===== config.mk =====
export PLATFORM = sky130hd
export DESIGN_NAME = rgb_linear_fade_engine
export DESIGN_NICKNAME = d
export VERILOG_FILES = /design/src/rtl/core/rfe_pkg.sv /design/src/rtl/core/rfe_div.sv /design/src/rtl/core/rgb_linear_fade_engine.sv
export VERILOG_INCLUDE_DIRS = /design/src /design/src/rtl/core
export SDC_FILE = /design/constraint.sdc
export NUM_CORES = 1
export LEC_CHECK = 0
export BUFFER_PORTS_ARGS = -buffer_cell sky130_fd_sc_hd__clkbuf_2
export CAP_MARGIN = 20
export CORE_ASPECT_RATIO = 0.9
export CORE_MARGIN = 4
export CORE_UTILIZATION = 35
export DETAILED_ROUTE_END_ITERATION = 6
export GPL_TIMING_DRIVEN = 0
export PLACE_DENSITY = 0.56
export SLEW_MARGIN = 15
export SYNTH_ARGS = -nofsm -noshare
export SYNTH_HDL_FRONTEND = slang
export SYNTH_SLANG_ARGS = --single-unit
export TNS_END_PERCENT = 5

===== constraint.sdc =====
create_clock -name clock -period 6.6 [get_ports clock]
set_input_delay 1.32 -clock clock [delete_from_list [all_inputs] [get_ports clock]]
set_output_delay 1.32 -clock clock [all_outputs]
set_load 0.005 [all_outputs]

===== src/rtl/core/rgb_linear_fade_engine_defines.svh =====
// assertion macros for the rgb linear fade engine
`ifndef RGB_LINEAR_FADE_ENGINE_DEFINES_SVH
`define RGB_LINEAR_FADE_ENGINE_DEFINES_SVH

`ifndef SYNTHESIS
`define RFE_ASSERT(label, prop, msg) \
   label: assert property (@(posedge clock) disable iff (reset) prop) else $error(msg);
`define RFE_ASSERT_ALWAYS(label, prop, msg) \
   label: assert property (@(posedge clock) prop) else $error(msg);
`else
`define RFE_ASSERT(label, prop, msg)
`define RFE_ASSERT_ALWAYS(label, prop, msg)
`endif

`endif


===== src/rtl/core/rfe_pkg.sv =====
// types and constants shared by the rgb linear fade engine
`timescale 1ns / 1ps
`default_nettype none

package rfe_pkg;

   localparam int COLOR_WIDTH  = 8;
   localparam int FADE_WIDTH   = 16;
   localparam int PERIOD_WIDTH = 10;
   localparam int NUM_CHAN     = 3;

   localparam logic [PERIOD_WIDTH-1:0] PERIOD_RESET = 10'd34;
   localparam logic [1:0]              LAST_CHAN    = 2'd2;

   localparam logic REQ_COLOR = 1'b0;
   localparam logic REQ_TICK  = 1'b1;

   typedef struct packed {
      logic                   req_type;
      logic [COLOR_WIDTH-1:0] target_red;
      logic [COLOR_WIDTH-1:0] target_green;
      logic [COLOR_WIDTH-1:0] target_blue;
      logic [FADE_WIDTH-1:0]  fade_time_ms;
   } rfe_req_type;

   typedef struct packed {
      logic [COLOR_WIDTH-1:0] red_drive;
      logic [COLOR_WIDTH-1:0] green_drive;
      logic [COLOR_WIDTH-1:0] blue_drive;
      logic                   fading;
      logic                   color_updated;
   } rfe_rsp_type;

   typedef enum logic [2:0] {
      ST_IDLE,
      ST_FRAMES,
      ST_LAUNCH,
      ST_STEP,
      ST_TICK,
      ST_FINISH
   } rfe_state_type;

endpackage

`default_nettype wire


===== src/rtl/core/rfe_div.sv =====
// shared restoring divider, one quotient bit per cycle
`timescale 1ns / 1ps
`default_nettype none

module rfe_div
   import rfe_pkg::*;
#(
   parameter int NUM_WIDTH = 24
) (
   input  wire logic                  clock,
   input  wire logic                  reset,
   input  wire logic                  start,
   input  wire logic [NUM_WIDTH-1:0]  numer,
   input  wire logic [FADE_WIDTH-1:0] denom,
   output logic                       done,
   output logic [NUM_WIDTH-1:0]       quotient
);

   localparam int CW = $clog2(NUM_WIDTH + 1);

   logic                  busy_ff;
   logic                  done_ff;
   logic [CW-1:0]         count_ff;
   logic [FADE_WIDTH-1:0] rem_ff;
   logic [FADE_WIDTH-1:0] den_ff;
   logic [NUM_WIDTH-1:0]  quo_ff;

   logic [FADE_WIDTH:0]   shifted;
   logic [FADE_WIDTH:0]   trial;
   logic                  fits;

   always_comb begin
      shifted = {rem_ff, quo_ff[NUM_WIDTH-1]};
      fits    = (shifted >= {1'b0, den_ff});
      trial   = shifted - {1'b0, den_ff};
   end

   always_ff @(posedge clock) begin
      if (reset) begin
         busy_ff  <= 1'b0;
         done_ff  <= 1'b0;
         count_ff <= '0;
      end else begin
         done_ff <= 1'b0;
         if (start) begin
            busy_ff  <= 1'b1;
            count_ff <= CW'(NUM_WIDTH);
         end else if (busy_ff) begin
            count_ff <= count_ff - CW'(1);
            if (count_ff == CW'(1)) begin
               busy_ff <= 1'b0;
               done_ff <= 1'b1;
            end
         end
      end
   end

   always_ff @(posedge clock) begin
      if (start) begin
         rem_ff <= '0;
         den_ff <= denom;
         quo_ff <= numer;
      end else if (busy_ff) begin
         rem_ff <= fits ? trial[FADE_WIDTH-1:0] : shifted[FADE_WIDTH-1:0];
         quo_ff <= {quo_ff[NUM_WIDTH-2:0], fits};
      end
   end

   assign done     = done_ff;
   assign quotient = quo_ff;

endmodule

`default_nettype wire


===== src/rtl/core/rgb_linear_fade_engine.sv =====
// top level of the rgb linear fade engine
//
// req channel: one transaction is either a color command (target rgb and a fade
// time in ms) or a one millisecond tick. rsp channel: one transaction per request
// with the inverted drive levels, the fading flag and a color changed flag.
// csr port: csr_wr_en writes csr_wr_data into the frame period register.
// one request is worked on at a time; req_stall is high until it is finished.
// a tick goes through the tick and finish states before rsp_valid is registered,
// and the engine then returns to idle for the next request. a color command divides
// once for the frame count and, if that count is nonzero, once for each color
// channel; a zero frame count ends after the first division. all divisions run
// on the shared divider, which makes one quotient bit per cycle.
// the result sits in an output register; a new request is taken while it waits.
// if rsp_stall is high the engine holds the result and finishes the next request
// only up to the point of handing it over.
// synchronous reset clears the shown color to black, stops any fade and loads
// a frame period of 34 ms.
`timescale 1ns / 1ps
`default_nettype none
`include "rgb_linear_fade_engine_defines.svh"

module rgb_linear_fade_engine
   import rfe_pkg::*;
#(
   parameter int FRACTION_BITS = 16
) (
   input  wire logic                    clock,
   input  wire logic                    reset,
   input  wire logic                    req_valid,
   output logic                         req_stall,
   input  wire rfe_req_type             req_data,
   output logic                         rsp_valid,
   input  wire logic                    rsp_stall,
   output rfe_rsp_type                  rsp_data,
   input  wire logic                    csr_wr_en,
   input  wire logic [PERIOD_WIDTH-1:0] csr_wr_data
);

   localparam int LW = COLOR_WIDTH + FRACTION_BITS;
   localparam int SW = LW + 1;

   rfe_state_type state_ff, state_in;

   logic [PERIOD_WIDTH-1:0] period_ff;
   logic [PERIOD_WIDTH-1:0] period_eff;
   rfe_req_type             req_ff;
   logic [COLOR_WIDTH-1:0]  before_ff [NUM_CHAN];
   logic [LW-1:0]           shown_ff  [NUM_CHAN];
   logic signed [SW-1:0]    step_ff   [NUM_CHAN];
   logic [COLOR_WIDTH-1:0]  target_ff [NUM_CHAN];
   logic [FADE_WIDTH-1:0]   frames_ff;
   logic [FADE_WIDTH-1:0]   frames_left_ff;
   logic [PERIOD_WIDTH-1:0] ms_ff;
   logic                    fade_active_ff;
   logic [1:0]              chan_ff;
   logic                    rsp_valid_ff;
   rfe_rsp_type             rsp_data_ff;

   logic [COLOR_WIDTH-1:0]  req_tgt   [NUM_CHAN];
   logic [COLOR_WIDTH-1:0]  shown_int [NUM_CHAN];
   logic [COLOR_WIDTH-1:0]  cur_int;
   logic [COLOR_WIDTH-1:0]  sel_tgt;
   logic [COLOR_WIDTH-1:0]  diff;
   logic                    neg;
   logic [LW-1:0]           mag;
   logic signed [SW-1:0]    step_new;
   logic                    frame_end;
   logic                    out_free;
   logic                    accept;
   rfe_rsp_type             rsp_build;

   logic                    div_start;
   logic [LW-1:0]           div_num;
   logic [FADE_WIDTH-1:0]   div_den;
   logic                    div_done;
   logic [LW-1:0]           div_quotient;

   rfe_div #(
      .NUM_WIDTH (LW)
   ) u_div (
      .clock    (clock),
      .reset    (reset),
      .start    (div_start),
      .numer    (div_num),
      .denom    (div_den),
      .done     (div_done),
      .quotient (div_quotient)
   );

   assign period_eff = (period_ff == '0) ? PERIOD_WIDTH'(1) : period_ff;
   assign accept     = req_valid && !req_stall;
   assign out_free   = !rsp_valid_ff || !rsp_stall;
   assign frame_end  = ({1'b0, ms_ff} + (PERIOD_WIDTH + 1)'(1)) >= {1'b0, period_eff};

   always_comb begin
      req_tgt[0] = req_ff.target_red;
      req_tgt[1] = req_ff.target_green;
      req_tgt[2] = req_ff.target_blue;
      for (int c = 0; c < NUM_CHAN; c++) begin
         shown_int[c] = shown_ff[c][LW-1 -: COLOR_WIDTH];
      end
   end

   // operands and signed result of the per-channel step division
   always_comb begin
      cur_int  = shown_int[chan_ff];
      sel_tgt  = req_tgt[chan_ff];
      neg      = sel_tgt < cur_int;
      diff     = neg ? (cur_int - sel_tgt) : (sel_tgt - cur_int);
      mag      = {diff, {FRACTION_BITS{1'b0}}};
      step_new = neg ? -$signed({1'b0, div_quotient}) : $signed({1'b0, div_quotient});
   end

   always_comb begin
      state_in = state_ff;
      case (state_ff)
         ST_IDLE: begin
            if (req_valid) begin
               state_in = (req_data.req_type == REQ_TICK) ? ST_TICK : ST_FRAMES;
            end
         end
         ST_FRAMES: begin
            if (div_done) begin
               state_in = (div_quotient == '0) ? ST_FINISH : ST_LAUNCH;
            end
         end
         ST_LAUNCH: state_in = ST_STEP;
         ST_STEP: begin
            if (div_done) begin
               state_in = (chan_ff == LAST_CHAN) ? ST_FINISH : ST_LAUNCH;
            end
         end
         ST_TICK: state_in = ST_FINISH;
         ST_FINISH: begin
            if (out_free) begin
               state_in = ST_IDLE;
            end
         end
         default: state_in = ST_IDLE;
      endcase
   end

   always_comb begin
      req_stall = 1'b1;
      div_start = 1'b0;
      div_num   = mag;
      div_den   = frames_ff;
      case (state_ff)
         ST_IDLE: begin
            req_stall = 1'b0;
            div_start = req_valid && (req_data.req_type == REQ_COLOR);
            div_num   = LW'(req_data.fade_time_ms);
            div_den   = FADE_WIDTH'(period_eff);
         end
         ST_LAUNCH: div_start = 1'b1;
         default: div_start = 1'b0;
      endcase
   end

   always_ff @(posedge clock) begin
      if (reset) begin
         state_ff       <= ST_IDLE;
         period_ff      <= PERIOD_RESET;
         frames_ff      <= '0;
         frames_left_ff <= '0;
         ms_ff          <= '0;
         fade_active_ff <= 1'b0;
         chan_ff        <= '0;
         for (int c = 0; c < NUM_CHAN; c++) begin
            shown_ff[c]  <= '0;
            step_ff[c]   <= '0;
            target_ff[c] <= '0;
            before_ff[c] <= '0;
         end
      end else begin
         state_ff <= state_in;
         if (csr_wr_en) begin
            period_ff <= csr_wr_data;
         end
         case (state_ff)
            ST_IDLE: begin
               if (accept) begin
                  req_ff <= req_data;
                  for (int c = 0; c < NUM_CHAN; c++) begin
                     before_ff[c] <= shown_int[c];
                  end
               end
            end
            ST_FRAMES: begin
               if (div_done) begin
                  ms_ff     <= '0;
                  frames_ff <= div_quotient[FADE_WIDTH-1:0];
                  chan_ff   <= '0;
                  for (int c = 0; c < NUM_CHAN; c++) begin
                     target_ff[c] <= req_tgt[c];
                  end
                  if (div_quotient == '0) begin
                     frames_left_ff <= '0;
                     fade_active_ff <= 1'b0;
                     for (int c = 0; c < NUM_CHAN; c++) begin
                        shown_ff[c] <= {req_tgt[c], {FRACTION_BITS{1'b0}}};
                        step_ff[c]  <= '0;
                     end
                  end else begin
                     // restart from the shown integer color
                     for (int c = 0; c < NUM_CHAN; c++) begin
                        shown_ff[c] <= {shown_int[c], {FRACTION_BITS{1'b0}}};
                     end
                  end
               end
            end
            ST_STEP: begin
               if (div_done) begin
                  step_ff[chan_ff] <= step_new;
                  if (chan_ff == LAST_CHAN) begin
                     frames_left_ff <= frames_ff;
                     fade_active_ff <= 1'b1;
                  end else begin
                     chan_ff <= chan_ff + 2'd1;
                  end
               end
            end
            ST_TICK: begin
               if (fade_active_ff) begin
                  if (frame_end) begin
                     ms_ff          <= '0;
                     frames_left_ff <= frames_left_ff - FADE_WIDTH'(1);
                     if (frames_left_ff == FADE_WIDTH'(1)) begin
                        fade_active_ff <= 1'b0;
                        for (int c = 0; c < NUM_CHAN; c++) begin
                           shown_ff[c] <= {target_ff[c], {FRACTION_BITS{1'b0}}};
                           step_ff[c]  <= '0;
                        end
                     end else begin
                        for (int c = 0; c < NUM_CHAN; c++) begin
                           shown_ff[c] <= shown_ff[c] + step_ff[c][LW-1:0];
                        end
                     end
                  end else begin
                     ms_ff <= ms_ff + PERIOD_WIDTH'(1);
                  end
               end
            end
            default: begin
            end
         endcase
      end
   end

   always_comb begin
      rsp_build.red_drive     = ~shown_int[0];
      rsp_build.green_drive   = ~shown_int[1];
      rsp_build.blue_drive    = ~shown_int[2];
      rsp_build.fading        = fade_active_ff;
      rsp_build.color_updated = (shown_int[0] != before_ff[0]) ||
                                (shown_int[1] != before_ff[1]) ||
                                (shown_int[2] != before_ff[2]);
   end

   always_ff @(posedge clock) begin
      if (reset) begin
         rsp_valid_ff <= 1'b0;
      end else if (state_ff == ST_FINISH && out_free) begin
         rsp_valid_ff <= 1'b1;
         rsp_data_ff  <= rsp_build;
      end else if (!rsp_stall) begin
         rsp_valid_ff <= 1'b0;
      end
   end

   assign rsp_valid = rsp_valid_ff;
   assign rsp_data  = rsp_data_ff;

   `RFE_ASSERT(a_active_has_frames, fade_active_ff |-> (frames_left_ff != '0),
               "fade active with no frames left")
   `RFE_ASSERT(a_div_done_in_use,
               div_done |-> (state_ff == ST_FRAMES || state_ff == ST_STEP),
               "divider finished outside a division")
   `RFE_ASSERT(a_accept_leaves_idle, (req_valid && !req_stall) |=> (state_ff != ST_IDLE),
               "accepted transaction left engine idle")
   `RFE_ASSERT_ALWAYS(a_reset_clears_output, reset |=> !rsp_valid,
                      "result valid right after reset")

endmodule

`default_nettype wire

After elaboration in Yosys (flattened, before gate mapping)

Memory sizes are Yosys's and may differ from the RTL's.
Index checks and enable logic that the tools add are counted.
Widths: inputs -> output; s select.

Bits in registers: 172
Bits in latches: 0
Bits in writable memories: 195
Bits in read-only memories: 0
Bits of input ports: 56
Output and inout bits: 28
Logic and storage cells: 238
Memories: 4

Add/sub/neg operators: 12
$mul: 0
Div/mod/pow operators: 0
$lt $le $gt $ge: 4
Equal/unequal tests: 21
Shift-type cells: 0
Multiplexer cells: 116
Bitwise operators: 31
Reduce and logical (&&, ||, !) cells: 26

Memory list:

| name      | depth | width | read ports | clocked after Yosys merged registers in | write ports | RTL line                     | source |
|---|---|---|---|---|---|---|---|
| step_ff   | 3     | 25    | 3          | 0                                       | 3           | rgb_linear_fade_engine.sv:49 | `logic signed [SW-1:0] step_ff [NUM_CHAN];` |
| shown_ff  | 3     | 24    | 3          | 0                                       | 3           | rgb_linear_fade_engine.sv:48 | `logic [LW-1:0] shown_ff [NUM_CHAN];` |
| before_ff | 3     | 8     | 3          | 0                                       | 3           | rgb_linear_fade_engine.sv:47 | `logic [COLOR_WIDTH-1:0] before_ff [NUM_CHAN];` |
| target_ff | 3     | 8     | 3          | 0                                       | 3           | rgb_linear_fade_engine.sv:50 | `logic [COLOR_WIDTH-1:0] target_ff [NUM_CHAN];` |

Operators with widths:

| kind                  | count |
|---|---|
| $mux 24               | 15 |
| $mux 25               | 8 |
| $mux 16               | 7 |
| $mux 8                | 11 |
| $add 24x24->24        | 3 |
| $mux 10               | 5 |
| $mux 1                | 49 |
| $pmux 16 s3           | 1 |
| $bmux 8 s2            | 2 |
| $neg 24->25           | 1 |
| $reduce_or 25->1      | 1 |
| $logic_not 24->1      | 1 |
| $ne 8x8->1            | 3 |
| $not 8->8             | 3 |
| $or 1x1->1            | 24 |
| $mux 3                | 7 |
| $pmux 10 s2           | 1 |
| $pmux 3 s6            | 1 |
| $ge 17x16->1          | 1 |
| $eq 16x1->1 const B   | 1 |
| $sub 16x1->16 const B | 1 |
| $sub 16x16->16        | 1 |
| $sub 8x8->8           | 2 |
| $ne 2x2->1 const B    | 7 |
| 34 further kinds      | 54 |

Depth between registers and ports, before layout

Gate-level depths: netlist of the first run.

Depth after elaboration: 10
Depth in mapped cells: 17
Gate-level depth less buffers: 15

Cells and area by module

From an unflattened synthesis of the first run, not the netlist that was laid out.

Cells, all modules: 1940
Area, all modules: 20243.2 µm²

Modules (own cells, without submodules):

| module                 | instances | cells an instance | area an instance (µm²) | seq. area each (µm²) |
|---|---|---|---|---|
| rgb_linear_fade_engine | 1         | 1642              | 16878.7                | 8448.1 |
| rfe_div                | 1         | 298               | 3364.5                 | 1661.6 |

Worst setup path after synthesis of the first run

OpenSTA, ideal clock, no wires.

Path type: input to register
From: input reset
To: register rsp_data_ff, in the netlist rsp_data[0], enable pin
Setup time: 0.447 ns
Arrival: 3.728 ns
Required time: 6.153 ns
Setup slack: 2.425 ns
Cell stages on the path: 3
Path buffers: 2
Path through: clkbuf_1 clkbuf_1 nor3b_1

Word-level cells in the longest chain between the ends: 2

RTL lines:

| item                       | RTL line                      | source |
|---|---|---|
| start: declaration         | rgb_linear_fade_engine.sv:28  | `input wire logic reset,` |
| $not 1->1 (no line)        | --                            |  |
| $reduce_and 2->1 (no line) | --                            |  |
| end signal: assignment     | rgb_linear_fade_engine.sv:265 | `rsp_data_ff <= rsp_build;` |
| end: declaration           | rgb_linear_fade_engine.sv:57  | `rfe_rsp_type rsp_data_ff;` |

Every way passes these cells.
A chain may end at the register's enable or synchronous reset.

==> run summary, run 1 <==
Critical path data arrival time -> 6.13 ns
Die height -> 236 microns
Final WS setup -> 0.769 ns
Resized cells post-CTS -> 0
Crit-path slowest cell -> xor2_1
DR iter-0 viols -> 1646
Net Sw Power -> 0.00253 W
RSZ-0062 raised after global routing -> false
Delay-heaviest family, CP -> buffers and inverters
Worst hold path class -> reg2reg
Simple-Gate Fraction of Synth Area -> 14.9%
Startpoint Class -> register
Per-cell routed wire length -> 20.4 microns
Final hold vios -> 0
Vias in the first global route -> 15000
CTS buffer count -> 43
Worst-skew pair later-pin latency -> 0.59 ns
First-pass GRT wire length -> 89.8 mm
CTS clk-pin slew, worst paths -> 0.06 ns
Die extent in x -> 261 microns
Top_reg_cell synth -> edfxtp_1
Starting Density -> 35.4%
Actual slew at the worst max-slew pin -> 1.06 ns
Area grow syn2layout -> 14.9%
Final WL -> 59.5 mm
Comb power frac -> 25.5%
Total Routing Usage GR -> 18.9%
Critical path startpoint -> chan_ff[0]$_SDFFE_PP0P_
Ant. Diodes -> 0
Final Setup Violations -> 0
CTS tree -> yes
Switching Share -> 33.6%
Final period utilization -> 88.3%
Seq cells post-synth -> 364
Async S/R FF share, synth -> 0%
Largest net degree at the start of global routing -> 28
Synthesized instance count -> 1979
Tmin final -> 5.83 ns
VDD IR-drop max -> 0.178 mV
Clock share of power -> 33.7%
Reg2Reg Depth -> 15
Synth Net Count -> 2160
Cell-internal power -> 0.00500 W
Pwr Total -> 0.00753 W
Ranking of synthesized cells by area -> edfxtp_1, dfxtp_1, ha_1, nor2_1, a21oi_1
IO Pins -> 84
Vias -> 15900
Synth Area in XOR/XNOR -> 5.82%
Drt via density -> 5.47
Setup total negative slack -> 0 ns
Cells after DPL -> 2831
Post-Layout Cell Count -> 2914
Power per Cell Area -> 325 mW/mm^2
Fmax -> 172 MHz
Compound-Gate Fraction of Synth Area -> 15.7%
Hpwl dp -> 44.7 mm
Maxcap violations -> 0
Drt pass-1 iters -> 5
Yosys cell types -> 81
Post-synthesis mux area share -> 1.76%
Adder-cell share of the synthesized area -> 7.98%
Status -> complete, no violations
ANT nets after route -> 0
Crit end category -> register
Layout cell share with drive strength beyond 1 -> 9.17%
Commonest non-fill, non-tap cell in the layout -> edfxtp_1
Post-synth EDFFs -> 282
Hold-fix buffers at CTS -> 0
Reg area -> 0.0101 sq mm
Critical-path maximum fanout -> 10
GPL Wtd Cong -> 0.931
Met1 usage -> 29.8%
Initial antenna violation count -> 3
Post-Syn Area -> 0.0202 sq mm
Setup Skew -> 0.0245 ns
Slew HR -> 29.2%
Met2 usage -> 26.4%
Yosys warns -> 0
Core area -> 0.0570 sq mm
R2R Setup Slk -> 0.77 ns
Req. time, crit path -> 6.90 ns
Pleak -> 9.10 nW
CP most frequent cell -> clkbuf_1
Commonest cells after routing, fill and taps aside -> edfxtp_1, nor2_1, nand2_1, a21oi_1
RR Startpoint -> chan_ff[0]$_SDFFE_PP0P_
DP Worst Slack -> 0.962 ns
Layer with the highest usage -> met1
Met3 Usage GRT -> 3.15%
Number of port buffers -> 82
Final-layout fill cell count -> 5535
Multi-input gate area -> 0.00933 sq mm
Hold Path Origin -> u_div.rem_ff[3]$_SDFFE_PP0P_
Top cell type's share of synthesized area -> 42.0%
# DRC -> 0
FF-to-FF End -> step_ff[1][8]$_SDFFCE_PN0P_
Slew Viols, Final -> 0
Largest family of logic cells by synthesized area -> compound AO/OA/AOI/OAI gates
Standard-cell row count -> 83
Critical path, cell by cell -> clkbuf_1, buf_1, mux2i_1, nor2_1, a21oi_1, ha_1, clkbuf_1, a21oi_1, o22ai_1, o41ai_1, clkbuf_1, clkbuf_1, o31ai_1, xor2_1, nor2_1
Largest area contributor in the netlist -> edfxtp_1
WHS Endpoint -> u_div.rem_ff[3]$_SDFFE_PP0P_
Total congestion overflow -> 0
Sequential Power Share -> 40.8%
DIE AREA -> 0.0615 sq mm
Fin nets -> 2295
H-tree lvl count -> 2
Hold Path Depth -> 2
Syn_area_per_cell -> 10.2 sq um
Seq/Total Area, Yosys -> 50.2%
Clock Tree Buf Depth -> 3
Post-CTS Setup Inserts -> 0
CP Buf/Inv Count -> 5
Sinks on Clock Net -> 364
CTS Root Cell -> clkbuf_16
Critical Path Max Stage Delay -> 0.75 ns
Setup Crit Path Kind -> reg2reg
==> layout make-up <==
cell class,count,share of cell area [%]
Sequential cell,364,43.6
Multi-Input combinational cell,1424,40.3
Clock buffer,63,5.65
Tap cell,765,4.13
Timing Repair Buffer,90,2.26
Inverter,112,1.81
Buffer,79,1.38
Clock inverter,17,0.880
==> worst max path at each step <==
stage / slack (ns) / endpoint / cells after the start
6_report: 0.77 / step_ff[1][8]$_SDFFCE_PN0P_ / 15
5_1_grt: 0.48 / step_ff[1][9]$_SDFFCE_PN0P_ / 16
4_1_cts: 0.90 / step_ff[1][9]$_SDFFCE_PN0P_ / 15
3_5_place_dp: 0.96 / step_ff[1][9]$_SDFFCE_PN0P_ / 15
3_3_place_gp: 0.62 / shown_ff[0][9]$_SDFFCE_PP0P_ / 12
2_1_floorplan: 2.42 / rsp_data[0]$_DFFE_PP_ / 3
==> cell usage after synthesis (11+ instances only) <==
cell type,instances
mux2i_1,32
nor4_1,11
nand2b_1,19
dfxtp_1,82
o211ai_1,13
o31ai_1,12
a21o_1,31
o21a_1,11
nor2b_1,16
a211oi_1,16
edfxtp_1,282
nand3_1,20
a22o_1,15
inv_1,111
a21oi_1,142
a22oi_1,28
xor2_1,71
clkbuf_1,71
o21ai_0,119
nor3_1,63
a31oi_1,19
and3_1,41
or3_1,15
nor2_1,226
ha_1,119
nand2_1,167
xnor2_1,63
and2_1,11
==> sequential cells by signal (all words and copies together), names as in the netlist, 5 cells and up <==
| name | count |
|---|---|
| ms_ff | 10 |
| u_div.count_ff | 5 |
| period_ff | 10 |
| req_ff | 24 |
| u_div.den_ff | 16 |
| u_div.quotient | 24 |
| step_ff | 72 |
| shown_ff | 72 |
| rsp_data | 26 |
| u_div.rem_ff | 16 |
| before_ff | 24 |
| target_ff | 24 |
| frames_ff | 16 |
| frames_left_ff | 16 |
==> layer usage <==
metal	wire length [microns]	part of all wire (%)	vias up
met5	8	0.013	-
met4	1360	2.3	2
met3	4360	7.3	93
met2	24100	40	582
met1	29700	50	7754
li1	-	-	7511
==> power by group through the flow <==
| stage | sequential (W) | combinational (W) | clock, W |
|---|---|---|---|
| 3_3_place_gp | 0.00311 | 0.00183 | 0 |
| 2_1_floorplan | 0.00300 | 0.00127 | 0 |
| 3_5_place_dp | 0.00312 | 0.00187 | 0 |
| 5_1_grt | 0.00311 | 0.00209 | 0.00268 |
| 6_report | 0.00307 | 0.00192 | 0.00254 |
| 4_1_cts | 0.00307 | 0.00188 | 0.00259 |
==> worst min-delay path, stage by stage, from the launching register on <==
cell     delay [ns]
dfxtp_1        0.32
nand2_1        0.05
o21ai_0        0.06
==> kinds of logic (layout without fill, tap and decap cells) <==
| family | after synthesis | count (layout) |
|---|---|---|
| flops | 364 | 364 |
| simple gates | 639 | 639 |
| mux | 35 | 35 |
| xor+xnor | 134 | 134 |
| fa+ha+maj | 125 | 125 |
| compound gates | 491 | 491 |
| buf+inv | 191 | 361 |
==> metrics by stage <==
step	utilization, %	hold WS [ns]	area (sq um)
3_5_place_dp	37.9	0.476	21600
6_report	40.6	0.482	23200
5_1_grt	40.6	0.497	23200
2_1_floorplan	-	0.444	20200
3_3_place_gp	37.8	0.462	21500
4_1_cts	40.5	0.484	23100
No activity file was read; power rests on OpenSTA's default activity.
==> inputs of run 2 (changes only) <==
- CORE_UTILIZATION: 35 -> 38
- PLACE_DENSITY: 0.56 -> 0.6
==> run 2 against run 1 <==
Die area fell by 7.6%; cell area shrank 0.48%; via count up 1.0%; combinational power is 4% lower; final cell count is 2.8% lower; non-clock buffer count up 2; fmax about the same; clock power shrank 4%; critical path type unchanged; largest cell class unchanged.
==> run summary, run 2 (same netlist as run 1, synthesis figures left out) <==
Starting Density -> 38.7%
Delay-heaviest family, CP -> buffers and inverters
Sinks on Clock Net -> 364
VDD IR-drop max -> 0.214 mV
CTS tree -> yes
Core area -> 0.0521 sq mm
DR iter-0 viols -> 1639
Vias -> 16100
CP Buf/Inv Count -> 6
Fin nets -> 2294
Met3 routed WL -> 5.10 mm
Resized cells post-CTS -> 0
Final period utilization -> 88.3%
Reg area -> 0.0101 sq mm
CTS Root Cell -> clkbuf_16
Slew HR -> 25.6%
ANT nets after route -> 0
Max layer used -> met5
GPL Wtd Cong -> 0.942
Req. time, crit path -> 6.87 ns
Startpoint Class -> register
Hold slack -> 0.489 ns
Actual slew at the worst max-slew pin -> 1.11 ns
IO Pins -> 84
Per-cell routed wire length -> 21.2 microns
First-pass GRT wire length -> 91.3 mm
Fmax -> 172 MHz
Post-layout util -> 44.3%
DP Worst Slack -> 1.00 ns
Final WL -> 60.0 mm
Placed Area -> 0.0216 sq mm
Final hold vios -> 0
Met2 Wirelength -> 25.2 mm
Final Setup Violations -> 0
Critical path data arrival time -> 6.10 ns
Total Routing Usage GR -> 20.6%
Hold-fix buffers at CTS -> 0
CP most frequent cell -> clkbuf_1
# DRC -> 0
Die extent in x -> 251 microns
Critical-path maximum fanout -> 10
Critical Path Max Stage Delay -> 0.69 ns
Crit-path slowest cell -> o41ai_1
Largest net degree at the start of global routing -> 37
Vias in the first global route -> 15200
Layout cell share with drive strength beyond 1 -> 9.51%
Commonest cells after routing, fill and taps aside -> edfxtp_1, nor2_1, nand2_1, a21oi_1
Standard-cell row count -> 79
Drt pass-1 iters -> 6
DIE AREA -> 0.0568 sq mm
Setup total negative slack -> 0 ns
Met1 WL -> 28.2 mm
RSZ-0062 raised after global routing -> false
Final Cell Area -> 0.0231 sq mm
Clock Tree Buf Depth -> 3
Worst-skew pair later-pin latency -> 0.56 ns
Hpwl dp -> 45.8 mm
CTS clk-pin slew, worst paths -> 0.07 ns
Commonest non-fill, non-tap cell in the layout -> edfxtp_1
Setup Crit Path Kind -> reg2reg
Slew Viols, Final -> 0
Initial antenna violation count -> 3
H-tree lvl count -> 2
Final-layout fill cell count -> 4899
Number of port buffers -> 82
Total congestion overflow -> 0
CTS buffer count -> 40
Power per Cell Area -> 320 mW/mm^2
Pleak -> 9.09 nW
Crit end category -> register
Setup Skew -> 0.0292 ns
Critical path, cell by cell -> clkbuf_1, buf_1, mux2i_1, nor2_1, a21oi_1, inv_1, ha_1, clkbuf_1, a21oi_1, o22ai_1, o41ai_1, clkbuf_1, clkbuf_1, o41ai_1, xnor2_1, nor2_1
Maxcap violations -> 0
Die height -> 226 microns
Final WS setup -> 0.770 ns
Status -> complete, no violations
Tmin final -> 5.83 ns
Worst hold path class -> reg2reg
Ant. Diodes -> 0
Multi-input gate area -> 0.00934 sq mm
Drt via density -> 5.69
Post-CTS Setup Inserts -> 0
Area grow syn2layout -> 14.4%
-- run 2: through the flow --
stage	std cells	total power, W
6_report	2832	0.00738
4_1_cts	2829	0.00735
2_1_floorplan	1979	0.00427
5_1_grt	2832	0.00771
3_3_place_gp	2749	0.00485
3_5_place_dp	2756	0.00491
-- run 2: cell type report --
cell class / count / area share [%]
clock inverter: 29 / 1.56
tap: 688 / 3.73
multi-input combinational: 1424 / 40.5
clock buffer: 44 / 4.59
buffer: 79 / 1.38
sequential: 364 / 43.8
inverter: 112 / 1.82
timing repair buffer: 92 / 2.57
-- run 2: worst min-delay path, cell delays in order (launching register included) --
cell and delay, ns:
dfxtp_1 0.31, o21ai_0 0.07, a21oi_1 0.07
-- run 2: metal layers --
layer | up-vias | global-route usage (%)
met1 | 7841 | 31.5
met2 | 657 | 30.6
li1 | 7500 | -
met5 | - | 0
met4 | 4 | 5.21
met3 | 101 | 3.06
-- run 2: power breakdown --
part           internal [W]  total, W  switching, W  leakage (nW)
sequential          0.00280   0.00309      0.000282          3.50
combinational      0.000667   0.00185       0.00118          4.90
clock               0.00147   0.00244      0.000969         0.697
total               0.00494   0.00738       0.00243          9.09
-- run 2: final timing paths --
check	start	endpoint	slack (ns)	depth (start not counted)
hold / removal	frames_left_ff[13]$_SDFFE_PP0P_	frames_left_ff[13]$_SDFFE_PP0P_	0.49	2
hold reg to reg	frames_left_ff[13]$_SDFFE_PP0P_	frames_left_ff[13]$_SDFFE_PP0P_	0.49	2
setup reg to reg	chan_ff[0]$_SDFFE_PP0P_	step_ff[1][23]$_SDFFCE_PN0P_	0.77	16
setup / recovery	chan_ff[0]$_SDFFE_PP0P_	step_ff[1][23]$_SDFFCE_PN0P_	0.77	16
